--- src/hdl/ihre_pkg.sv ---
// Shared types, sizes and helper functions for the Intel HEX record encoder.
// Used by every module of the block; no dependencies of its own.
package ihre_pkg;

   // Bytes per data record line
   localparam int LINE_BYTES = 16;
   localparam int FILL_W     = $clog2(LINE_BYTES + 1);
   localparam int STORE_AW   = (LINE_BYTES > 1) ? $clog2(LINE_BYTES) : 1;
   // Byte position inside a record: count, addr hi, addr lo, type, data, checksum
   localparam int PTR_W      = $clog2(LINE_BYTES + 6);
   localparam int HDR_BYTES  = 4;

   localparam logic [7:0] TYPE_DATA = 8'h00;
   localparam logic [7:0] TYPE_EOF  = 8'h01;
   localparam logic [7:0] TYPE_ELA  = 8'h04;
   localparam logic [7:0] ELA_COUNT = 8'h02;

   localparam logic [6:0] CHAR_COLON = 7'h3A;
   localparam logic [6:0] CHAR_LF    = 7'h0A;

   typedef struct packed {
      logic       kind;
      logic [7:0] data_byte;
   } req_type;

   typedef struct packed {
      logic [6:0] out_char;
      logic       last_char;
   } rsp_type;

   // Input kinds
   localparam logic KIND_DATA = 1'b0;
   localparam logic KIND_END  = 1'b1;

   // Record kinds
   typedef enum logic [1:0] {
      REC_DATA = 2'd0,
      REC_ELA  = 2'd1,
      REC_EOF  = 2'd2
   } rec_type;

   // Character slot selection for the formatter
   typedef enum logic [1:0] {
      SEL_COLON = 2'd0,
      SEL_HI    = 2'd1,
      SEL_LO    = 2'd2,
      SEL_LF    = 2'd3
   } chr_sel_type;

   typedef struct packed {
      logic        clear_sum;
      logic        add_sum;
      logic        use_chk;
      chr_sel_type sel;
   } fmt_ctl_type;

   // Map a nibble to an uppercase hex ASCII digit
   function automatic logic [6:0] hex_char(input logic [3:0] nib);
      logic [6:0] c;
      if (nib < 4'd10) begin
         c = 7'h30 + {3'b000, nib};
      end else begin
         c = 7'h37 + {3'b000, nib};
      end
      return c;
   endfunction

endpackage

--- src/hdl/intel_hex_record_encoder.sv ---
// Top level of the Intel HEX record encoder: sequencer, formatter and the
// registered result stage. Depends on ihre_pkg, ihre_ctrl and ihre_fmt.
//
// Usage:
//   req channel: one transaction per raw byte (kind = 0) or end of stream
//   (kind = 1). req_stall is high while a record is being emitted.
//   rsp channel: one ASCII character per transaction; last_char marks the
//   final character caused by one request transaction.
//   A data byte that does not complete a 16-byte line is absorbed and
//   produces nothing. The byte completing a line starts a data record of
//   44 characters, one per cycle while rsp_stall allows (60 characters
//   when the address enters a new 64 KiB region and a type 04 record
//   follows). End of stream emits any partial line, then ":00000001FF" LF
//   (12 characters), and clears the fill count and address.
//   The character loop in the sequencer, one character per cycle through a
//   shared checksum adder while rsp_stall allows, sets the rate.
//   Reset clears the fill count, address and result valid flag; the line
//   store needs no clearing. When rsp_stall is high the result register
//   holds its character and the sequencer waits.
module intel_hex_record_encoder (
   input  logic              clock,
   input  logic              reset,
   input  logic              req_valid,
   output logic              req_stall,
   input  ihre_pkg::req_type req_payload,
   output logic              rsp_valid,
   input  logic              rsp_stall,
   output ihre_pkg::rsp_type rsp_payload
);
   import ihre_pkg::*;

   logic        req_accept;
   logic        slot_free;
   logic        busy;
   logic        emit;
   logic        last;
   logic [7:0]  byte_val;
   logic [6:0]  char_val;
   fmt_ctl_type fmt_ctl;

   logic        rsp_valid_ff, rsp_valid_in;
   rsp_type     rsp_data_ff;

   assign req_stall  = busy;
   assign req_accept = req_valid && !busy;
   assign slot_free  = !rsp_valid_ff || !rsp_stall;

   ihre_ctrl u_ctrl (
      .clock      (clock),
      .reset      (reset),
      .req_accept (req_accept),
      .req_data   (req_payload),
      .advance    (slot_free),
      .busy       (busy),
      .emit       (emit),
      .last       (last),
      .byte_val   (byte_val),
      .fmt_ctl    (fmt_ctl)
   );

   ihre_fmt u_fmt (
      .clock    (clock),
      .step     (emit && slot_free),
      .ctl      (fmt_ctl),
      .byte_val (byte_val),
      .char_out (char_val)
   );

   // Load a new character when the slot frees, drop valid once taken
   always_comb begin
      rsp_valid_in = rsp_valid_ff;
      if (emit && slot_free) begin
         rsp_valid_in = 1'b1;
      end else if (!rsp_stall) begin
         rsp_valid_in = 1'b0;
      end
   end

   always_ff @(posedge clock) begin
      if (reset) begin
         rsp_valid_ff <= 1'b0;
      end else begin
         rsp_valid_ff <= rsp_valid_in;
      end
   end

   always_ff @(posedge clock) begin
      if (emit && slot_free) begin
         rsp_data_ff.out_char  <= char_val;
         rsp_data_ff.last_char <= last;
      end
   end

   assign rsp_valid   = rsp_valid_ff;
   assign rsp_payload = rsp_data_ff;

endmodule

--- src/hdl/ihre_fmt.sv ---
// Character formatter: running checksum accumulator and hex digit generation.
// Depends on ihre_pkg for the control struct and hex_char.
module ihre_fmt (
   input  logic                clock,
   input  logic                step,
   input  ihre_pkg::fmt_ctl_type ctl,
   input  logic [7:0]          byte_val,
   output logic [6:0]          char_out
);
   import ihre_pkg::*;

   logic [7:0] sum_ff;
   logic [7:0] sum_in;
   logic [7:0] byte_eff;

   // Pick the record byte or the two's-complement checksum
   always_comb begin
      byte_eff = ctl.use_chk ? (8'd0 - sum_ff) : byte_val;
   end

   // Shared adder: accumulate one byte per emitted pair of digits
   always_comb begin
      sum_in = sum_ff;
      if (ctl.clear_sum) begin
         sum_in = 8'd0;
      end else if (ctl.add_sum) begin
         sum_in = sum_ff + byte_eff;
      end
   end

   always_ff @(posedge clock) begin
      if (step) begin
         sum_ff <= sum_in;
      end
   end

   // Build the ASCII character for this slot
   always_comb begin
      case (ctl.sel)
         SEL_COLON: char_out = CHAR_COLON;
         SEL_HI:    char_out = hex_char(byte_eff[7:4]);
         SEL_LO:    char_out = hex_char(byte_eff[3:0]);
         SEL_LF:    char_out = CHAR_LF;
         default:   char_out = CHAR_LF;
      endcase
   end

endmodule

--- src/hdl/ihre_ctrl.sv ---
// Record sequencer: line store, fill and address counters, and the
// per-character state machine. Depends on ihre_pkg.
module ihre_ctrl (
   input  logic                  clock,
   input  logic                  reset,
   input  logic                  req_accept,
   input  ihre_pkg::req_type     req_data,
   input  logic                  advance,
   output logic                  busy,
   output logic                  emit,
   output logic                  last,
   output logic [7:0]            byte_val,
   output ihre_pkg::fmt_ctl_type fmt_ctl
);
   import ihre_pkg::*;

   typedef enum logic [4:0] {
      S_IDLE  = 5'b00001,
      S_COLON = 5'b00010,
      S_HI    = 5'b00100,
      S_LO    = 5'b01000,
      S_LF    = 5'b10000
   } state_type;

   state_type          state_ff, state_in;
   logic [PTR_W-1:0]   ptr_ff, ptr_in;
   rec_type            rec_ff, rec_in;
   logic               flush_ff, flush_in;
   logic [FILL_W-1:0]  fill_ff, fill_in;
   logic [31:0]        addr_ff, addr_in;
   logic [7:0]         store_ff [LINE_BYTES];

   logic [PTR_W-1:0]   cnt_p;
   logic [PTR_W-1:0]   chk_pos;
   logic [PTR_W-1:0]   ptr_off;
   logic [7:0]         cnt_byte;
   logic [31:0]        addr_next;
   logic [FILL_W-1:0]  fill_inc;

   assign busy      = (state_ff != S_IDLE);
   assign emit      = busy;
   assign fill_inc  = fill_ff + FILL_W'(1);
   assign addr_next = addr_ff + 32'(LINE_BYTES);

   // Byte count of the record in flight
   always_comb begin
      case (rec_ff)
         REC_DATA: cnt_p = PTR_W'(fill_ff);
         REC_ELA:  cnt_p = PTR_W'(ELA_COUNT);
         default:  cnt_p = '0;
      endcase
      cnt_byte = 8'(cnt_p);
      chk_pos  = PTR_W'(HDR_BYTES) + cnt_p;
      ptr_off  = ptr_ff - PTR_W'(HDR_BYTES);
   end

   // Select the record byte at the current position
   always_comb begin
      if (ptr_ff == PTR_W'(0)) begin
         byte_val = cnt_byte;
      end else if (ptr_ff == PTR_W'(1)) begin
         byte_val = (rec_ff == REC_DATA) ? addr_ff[15:8] : 8'h00;
      end else if (ptr_ff == PTR_W'(2)) begin
         byte_val = (rec_ff == REC_DATA) ? addr_ff[7:0] : 8'h00;
      end else if (ptr_ff == PTR_W'(3)) begin
         case (rec_ff)
            REC_DATA: byte_val = TYPE_DATA;
            REC_ELA:  byte_val = TYPE_ELA;
            default:  byte_val = TYPE_EOF;
         endcase
      end else if (rec_ff == REC_DATA) begin
         byte_val = store_ff[ptr_off[STORE_AW-1:0]];
      end else begin
         byte_val = ptr_off[0] ? addr_ff[23:16] : addr_ff[31:24];
      end
   end

   // Sequencer: one character per advance
   always_comb begin
      state_in        = state_ff;
      ptr_in          = ptr_ff;
      rec_in          = rec_ff;
      flush_in        = flush_ff;
      fill_in         = fill_ff;
      addr_in         = addr_ff;
      last            = 1'b0;
      fmt_ctl.clear_sum = 1'b0;
      fmt_ctl.add_sum   = 1'b0;
      fmt_ctl.use_chk   = (ptr_ff == chk_pos);
      fmt_ctl.sel       = SEL_COLON;
      case (state_ff)
         S_IDLE: begin
            if (req_accept) begin
               ptr_in = '0;
               if (req_data.kind == KIND_DATA) begin
                  fill_in = fill_inc;
                  if (fill_inc == FILL_W'(LINE_BYTES)) begin
                     rec_in   = REC_DATA;
                     flush_in = 1'b0;
                     state_in = S_COLON;
                  end
               end else begin
                  flush_in = 1'b1;
                  rec_in   = (fill_ff != '0) ? REC_DATA : REC_EOF;
                  state_in = S_COLON;
               end
            end
         end
         S_COLON: begin
            fmt_ctl.sel       = SEL_COLON;
            fmt_ctl.clear_sum = 1'b1;
            if (advance) begin
               state_in = S_HI;
            end
         end
         S_HI: begin
            fmt_ctl.sel = SEL_HI;
            if (advance) begin
               state_in = S_LO;
            end
         end
         S_LO: begin
            fmt_ctl.sel     = SEL_LO;
            fmt_ctl.add_sum = 1'b1;
            if (advance) begin
               if (ptr_ff == chk_pos) begin
                  state_in = S_LF;
               end else begin
                  ptr_in   = ptr_ff + PTR_W'(1);
                  state_in = S_HI;
               end
            end
         end
         S_LF: begin
            fmt_ctl.sel = SEL_LF;
            ptr_in      = '0;
            case (rec_ff)
               REC_DATA: begin
                  if (flush_ff) begin
                     if (advance) begin
                        rec_in   = REC_EOF;
                        fill_in  = '0;
                        state_in = S_COLON;
                     end
                  end else begin
                     if (addr_next[31:16] != addr_ff[31:16]) begin
                        if (advance) begin
                           rec_in   = REC_ELA;
                           fill_in  = '0;
                           addr_in  = addr_next;
                           state_in = S_COLON;
                        end
                     end else begin
                        last = 1'b1;
                        if (advance) begin
                           fill_in  = '0;
                           addr_in  = addr_next;
                           state_in = S_IDLE;
                        end
                     end
                  end
               end
               REC_ELA: begin
                  last = 1'b1;
                  if (advance) begin
                     state_in = S_IDLE;
                  end
               end
               default: begin
                  last = 1'b1;
                  if (advance) begin
                     fill_in  = '0;
                     addr_in  = '0;
                     flush_in = 1'b0;
                     state_in = S_IDLE;
                  end
               end
            endcase
         end
         default: begin
            state_in = S_IDLE;
         end
      endcase
   end

   // Hold control state
   always_ff @(posedge clock) begin
      if (reset) begin
         state_ff <= S_IDLE;
         ptr_ff   <= '0;
         rec_ff   <= REC_DATA;
         flush_ff <= 1'b0;
         fill_ff  <= '0;
         addr_ff  <= '0;
      end else begin
         state_ff <= state_in;
         ptr_ff   <= ptr_in;
         rec_ff   <= rec_in;
         flush_ff <= flush_in;
         fill_ff  <= fill_in;
         addr_ff  <= addr_in;
      end
   end

   // Capture incoming data bytes into the line store
   always_ff @(posedge clock) begin
      if (req_accept && (req_data.kind == KIND_DATA)) begin
         store_ff[fill_ff[STORE_AW-1:0]] <= req_data.data_byte;
      end
   end

endmodule

--- config.mk ---
export PLATFORM = sky130hd
export DESIGN_NAME = intel_hex_record_encoder
export DESIGN_NICKNAME = d
export VERILOG_FILES = /design/src/hdl/ihre_pkg.sv /design/src/hdl/intel_hex_record_encoder.sv /design/src/hdl/ihre_fmt.sv /design/src/hdl/ihre_ctrl.sv
export SDC_FILE = /design/constraint.sdc
export NUM_CORES = 1
export LEC_CHECK = 0
export BUFFER_PORTS_ARGS = -buffer_cell sky130_fd_sc_hd__buf_2
export CORE_UTILIZATION = 65
export CTS_CLUSTER_DIAMETER = 40
export DETAILED_ROUTE_END_ITERATION = 6
export MAX_ROUTING_LAYER = met4
export PLACE_DENSITY = 0.82
export SYNTH_ARGS = -nofsm -noshare
export SYNTH_HDL_FRONTEND = slang
export SYNTH_SLANG_ARGS = --single-unit
--- constraint.sdc ---
create_clock -name clock -period 9.55 [get_ports clock]
set_input_delay 0.4775 -clock clock [delete_from_list [all_inputs] [get_ports clock]]
set_output_delay 0.4775 -clock clock [all_outputs]
set_load 0.03 [all_outputs]
* After elaboration in Yosys (flattened, before gate mapping)
Memories as Yosys holds them, arrays and structs flattened. Index checks and enable logic that the tools add are counted.
Storage, ports and cells: word-level logic and storage cells 147, memories 1, bits in writable memories 128, output and inout bits 10, input port bits 13, flip-flop bits (word level) 67
Cells by class: magnitude comparators 2, equality and inequality tests 32, multiplexer cells 67, add/subtract/negate cells 11, bitwise gates (word level) 2, reduce and logical (&&, ||, !) cells 22
Memories:
- u_ctrl.store_ff | words 16, width 8, rd ports 1, clocked after memory_dff 0, wr ports 1, RTL line ihre_ctrl.sv:31 | logic [7:0] store_ff [LINE_BYTES];
Operators by type and width (number):
- 32-bit 2-to-1 mux | 3
- 5-bit 2-to-1 mux | 19
- 8-bit 2-to-1 mux | 10
- 32-bit one-hot mux with 2 select lines | 1
- 32-bit by 5-bit adder with 32-bit output (second input constant) | 1
- 6-bit by 4-bit adder with 7-bit output (first input constant) | 4
- 7-bit one-hot mux with 4 select lines | 1
- 5-bit one-hot mux with 5 select lines | 1
- 5-bit one-hot mux with 2 select lines | 2
- 2-bit 2-to-1 mux | 9
- 2-bit inequality test (second input constant) | 9
- 16-bit inequality test | 1
- 5-bit by 2-bit equality test with 1-bit output (second input constant) | 3
- 5-bit one-hot mux with 3 select lines | 1
- 5-bit AND reduction | 3
- 1-bit 2-to-1 mux | 14
- 7-bit 2-to-1 mux | 2
- 5-bit by 1-bit adder with 5-bit output (second input constant) | 2
- 5-bit by 1-bit equality test with 1-bit output (second input constant) | 2
- 5-bit equality test (second input constant) | 2
- 8-bit adder | 1
- 4-bit < comparator (second input constant) | 2
- 4-bit AND reduction | 2
- 1-bit by 8-bit subtractor with 8-bit output (first input constant) | 1
- other kinds (28) | 40

* Depth between registers and ports, before layout
depth after elaboration 11, gate-level depth with buffers 21, depth with buffers taken out 19

* Hierarchy
Synthesis repeated with hierarchy kept, for this count alone.
Unflattened totals: cells, all modules 767, area, all modules 9491.6 um^2
Modules (own cells, without submodules):
- ihre_ctrl | cells each 626, sequential area each 4764.6 um^2, area each 8106.5 um^2, instances 1
- ihre_fmt | cells each 127, sequential area each 240.2 um^2, area each 1099.8 um^2, instances 1
- intel_hex_record_encoder | cells each 14, sequential area each 260.2 um^2, area each 285.3 um^2, instances 1

* Worst setup path before layout
OpenSTA, ideal clock, no wires.
kind reg-to-reg, from reg u_ctrl.rec_ff[1], to reg u_fmt.sum_ff[7], data pin, data arrival time 3871 ps, path buffers 1, library setup time 266 ps, required time 9284 ps, period minus slack after synthesis 4137 ps, cell stages (with the launch flop) 21, slack 5413 ps, cells stage by stage dfxtp_1 nor2_1 clkbuf_1 nand2_1 inv_1 ha_1 xnor2_1 o2111ai_1 a211o_1 nor2_4 mux2i_1 inv_2 ha_1 a21o_1 a21oi_1 o21bai_1 a21oi_1 o21ai_0 xnor2_1 xnor2_1 nor2_1
On the way: longest elaborated chain between the ends 9, elaborated cells between the ends (all ways) 16, classes of those cells 2 x add/sub; 2 x eq/ne; 11 x mux; 1 x reduce/logical
RTL lines:
- start, declared | RTL line ihre_ctrl.sv:27 | rec_type rec_ff, rec_in;
- start signal, assigned | RTL line ihre_ctrl.sv:198 | rec_ff <= rec_in;
- parallel branches: the longest is 6 deep, another holds 3-bit by 5-bit adder with 5-bit output
- 8-bit 2-to-1 mux * | RTL line ihre_fmt.sv:18 | byte_eff = ctl.use_chk ? (8'd0 - sum_ff) : byte_val;
- 8-bit adder * | RTL line ihre_fmt.sv:27 | sum_in = sum_ff + byte_eff;
- 8-bit 2-to-1 mux * | RTL line ihre_fmt.sv:26 | end else if (ctl.add_sum) begin
- end signal, assigned | RTL line ihre_fmt.sv:33 | sum_ff <= sum_in;
- end, declared | RTL line ihre_fmt.sv:12 | logic [7:0] sum_ff;
Every way passes the cells marked *. The select of a mux whose other input is x is not followed. A chain may end at the register's enable or synchronous reset.

* Worst setup path in the final report
from reg u_ctrl.ptr_ff[2], to reg u_fmt.sum_ff[7], data pin
On the way: longest elaborated chain between the ends 10, elaborated cells between the ends (all ways) 15, classes of those cells 2 x add/sub; 4 x eq/ne; 7 x mux; 1 x reduce/logical; 1 x memory
RTL lines:
- start, declared | RTL line ihre_ctrl.sv:26 | logic [PTR_W-1:0] ptr_ff, ptr_in;
- start signal, assigned | RTL line ihre_ctrl.sv:197 | ptr_ff <= ptr_in;
- 4-bit by 3-bit subtractor with 4-bit output | RTL line ihre_ctrl.sv:54 | ptr_off = ptr_ff - PTR_W'(HDR_BYTES);
- memory read 16 x 8 bit
- 8-bit 2-to-1 mux | RTL line ihre_ctrl.sv:71 | end else if (rec_ff == REC_DATA) begin
- 8-bit 2-to-1 mux | RTL line ihre_ctrl.sv:65 | end else if (ptr_ff == PTR_W'(3)) begin
- 8-bit 2-to-1 mux | RTL line ihre_ctrl.sv:63 | end else if (ptr_ff == PTR_W'(2)) begin
- 8-bit 2-to-1 mux | RTL line ihre_ctrl.sv:61 | end else if (ptr_ff == PTR_W'(1)) begin
- 8-bit 2-to-1 mux | RTL line ihre_ctrl.sv:59 | if (ptr_ff == PTR_W'(0)) begin
- 8-bit 2-to-1 mux * | RTL line ihre_fmt.sv:18
- 8-bit adder * | RTL line ihre_fmt.sv:27
- 8-bit 2-to-1 mux * | RTL line ihre_fmt.sv:26
Mark *: on every way between the ends. The rest lies on a longest branch, timed or not. The select of a mux whose other input is x is not followed.

==> results by group <==
Clock network
  – Total clock buffers created by CTS: 17
  – Post-CTS setup buffer count: 0
  – Sink Count: 191
  – Clock insertion delay at the later pin of the skew report: 0.43 ns
  – Depth of the CTS H-tree: 4
  – Post_cts resized: 0
  – Root Driver: clkbuf_16
  – Clock Tree Buf Depth: 2
  – CTS tree: built
  – CTS clk-pin slew, worst paths: 0.07 ns
  – CTS Hold Buffers Added: 0

Global routing
  – Total track usage: 0.308
  – First-pass GRT wire length: 32500 um
  – Largest net degree at the start of global routing: 46
  – Congestion Overflow GR: 0
  – Vias in the first global route: 5894
  – Initial antenna violation count: 0

Synth
  – Syn Nets: 798
  – Top FF cell, synth: edfxtp_1
  – Syn Inst Count: 762
  – Syn avg cell area: 12.2 sq um
  – Asr flop ratio synth: 0
  – Seq/Total Area, Yosys: 0.565
  – Flops & latches, synth: 191
  – Yosys cell types: 73
  – Number of synthesized flops with an enable pin: 144
  – Post-Syn Area: 9310 sq um
  – Syn. warnings: 0

Route
  – Initial DRC Count: 675
  – ANT nets after route: 0
  – DR pass1 iterations: 5
  – Average wire per standard cell: 21.9 um
  – Routed WL: 21000 um
  – # DRC: 0
  – Vias: 6287
  – Avg Vias per Cell: 6.56

STA
  – Worst-Margin Slew: 1.10 ns
  – Fin. max-slew vios: 0
  – Final hold vios: 0
  – Max Clock Freq: 0.204 GHz
  – Clock Skews: 0.0160 ns
  – Setup TNS: 0 ns
  – Max-slew headroom: 0.266
  – Period minus WS final: 4.89 ns
  – Period utilization: 0.512
  – RSZ-0062 raised after global routing: no
  – Final setup vio count: 0

Setup path
  – Required time of the critical path: 9.71 ns
  – CP endpoint kind: flop
  – R2r setup slk: 4.66 ns
  – CP startpoint kind: flop
  – WP data arrival: 5.06 ns
  – Crit Path Category: flop to flop
  – Max FO, Critical Path: 21

Finish
  – Share of cells above drive strength 1: 0.131
  – Commonest cells after routing, fill and taps aside: 144 x edfxtp_1, 83 x nor2_1, 50 x nand2_1, 46 x dfxtp_1, 42 x a21oi_1
  – Fin nets: 803
  – Leading cell type in the layout, fill and taps excluded: edfxtp_1
  – Layout area overhead: 8.06%
  – # diodes: 0
  – Final instance area: 10100 sq um
  – Final Core Density: 0.722

Placement
  – Placed cell areas: 9510 sq um
  – Post-DP HPWL: 14000 um
  – GP Congestion: 0.927
  – Port bufs: 22

Floorplanning
  – Initial core utilization: 0.668
  – Num rows: 43
  – Area of the die: 14800 sq um
  – DIE HEIGHT: 122 um
  – Die Span X: 122 um
  – Num ports: 23
  – Core Area: 13900 sq um

Power and ir drop
  – Power Dens Cells: 180 nW/um^2
  – Pwr Total: 1.81 mW
  – Leak: 3.34 nW
  – Maximum vdd ir drop: 0.000150 V

Hold path
  – HP Class: input port to flop

Run
  – Max-cap violations: 0

Outcome
  – Outcome: finished, final reports clean
area by class of cell:
type / count / area (sq um)
Inverter: 19 / 71.3
Clock buffer: 17 / 425
Clock inverter: 14 / 131
Fill cell: 909 / 3870
Timing Repair Buffer: 27 / 148
Tap cell: 180 / 225
Sequential cell: 191 / 5270
Multi-Input combinational cell: 511 / 3800
cell usage after synthesis, drive strengths merged (6+ instances only):
cell type / instances / area, sq um
mux2i: 24 / 256
inv: 19 / 71.3
nand3: 22 / 110
xor2: 27 / 236
edfxtp: 144 / 4320
a21oi: 43 / 219
mux4: 28 / 646
xnor2: 16 / 140
nor2b: 12 / 75.1
dfxtp: 47 / 941
nand4: 9 / 56.3
buf: 19 / 116
nor2: 84 / 323
mux2: 7 / 78.8
clkbuf: 22 / 83.8
o21bai: 6 / 45.0
ha: 22 / 275
o21ai: 22 / 110
nand2b: 8 / 50.1
and2: 8 / 50.1
nor3: 21 / 105
nand2: 50 / 188
a211oi: 8 / 60.1
o22ai: 6 / 37.5
a31oi: 8 / 50.1
state kept, by name (all words and copies together), names as in the netlist:
register / cells
rsp_payload: 8
rsp_valid: 1
u_ctrl.addr_ff: 28
u_ctrl.fill_ff: 5
u_ctrl.flush_ff: 1
u_ctrl.ptr_ff: 5
u_ctrl.rec_ff: 2
u_ctrl.state_ff: 5
u_ctrl.store_ff: 128
u_fmt.sum_ff: 8
kinds of logic (layout without fill, tap and decap cells):
| logic type | after synthesis | after routing | synth area share |
|---|---|---|---|
| AO/OA/AOI/OAI | 133 | 133 | 0.0935 |
| XOR/XNOR | 43 | 43 | 0.0404 |
| adder cells (fa/ha/maj) | 23 | 23 | 0.0317 |
| buffers and inverters | 60 | 77 | 0.0292 |
| flip-flops | 191 | 191 | 0.565 |
| multiplexers | 59 | 59 | 0.105 |
| AND/OR/NAND/NOR | 253 | 253 | 0.134 |
worst paths after layout:
check                          start            endpoint  depth (start not counted)
setup reg to reg    u_ctrl.ptr_ff[2]     u_fmt.sum_ff[7]                         16
hold reg to reg   u_ctrl.addr_ff[13]  u_ctrl.addr_ff[13]                          2
hold / removal        req_payload[8]     u_ctrl.flush_ff                          3
setup / recovery    u_ctrl.ptr_ff[2]     u_fmt.sum_ff[7]                         16
stage by stage:
| stage | cells | hold slack, ns | setup WS (ns) |
|---|---|---|---|
| final | 959 | 0.358 | 4.66 |
| after global routing | 959 | 0.371 | 4.28 |
| after CTS | 959 | 0.346 | 4.74 |
| after detailed placement | 928 | 0.506 | 4.77 |
| after global placement | 928 | 0.494 | 4.89 |
| after floorplan | 762 | 0.464 | 5.41 |
critical path, stage by stage, from the launching register on:
cell and delay [ns]:
dfxtp_1 0.89, inv_1 0.22, ha_1 0.66, buf_4 0.36
mux4_2 0.34, nand2_1 0.08, nand3_1 0.09, a32oi_1 0.27
mux2i_1 0.23, ha_1 0.39, a21oi_1 0.22, o21bai_1 0.09
a21oi_1 0.22, o21ai_0 0.16, xnor2_1 0.20, xnor2_1 0.14
nor2_1 0.06
power by group:
group | switching, mW | total [mW] | internal [mW]
logic | 0.134 | 0.194 | 0.0605
clock network | 0.318 | 0.681 | 0.362
registers | 0.0200 | 0.937 | 0.917
per-layer routing:
metal / wire (um) / up-vias / GRT usage / share of wire
li1: - / 2871 / - / -
met1: 8630 / 3072 / 0.389 / 0.41
met2: 10600 / 294 / 0.503 / 0.50
met3: 1200 / 50 / 0.0435 / 0.057
met4: 608 / 0 / 0.126 / 0.029
met5: 0 / - / - / 0
(Power assumes the default switching activity.)
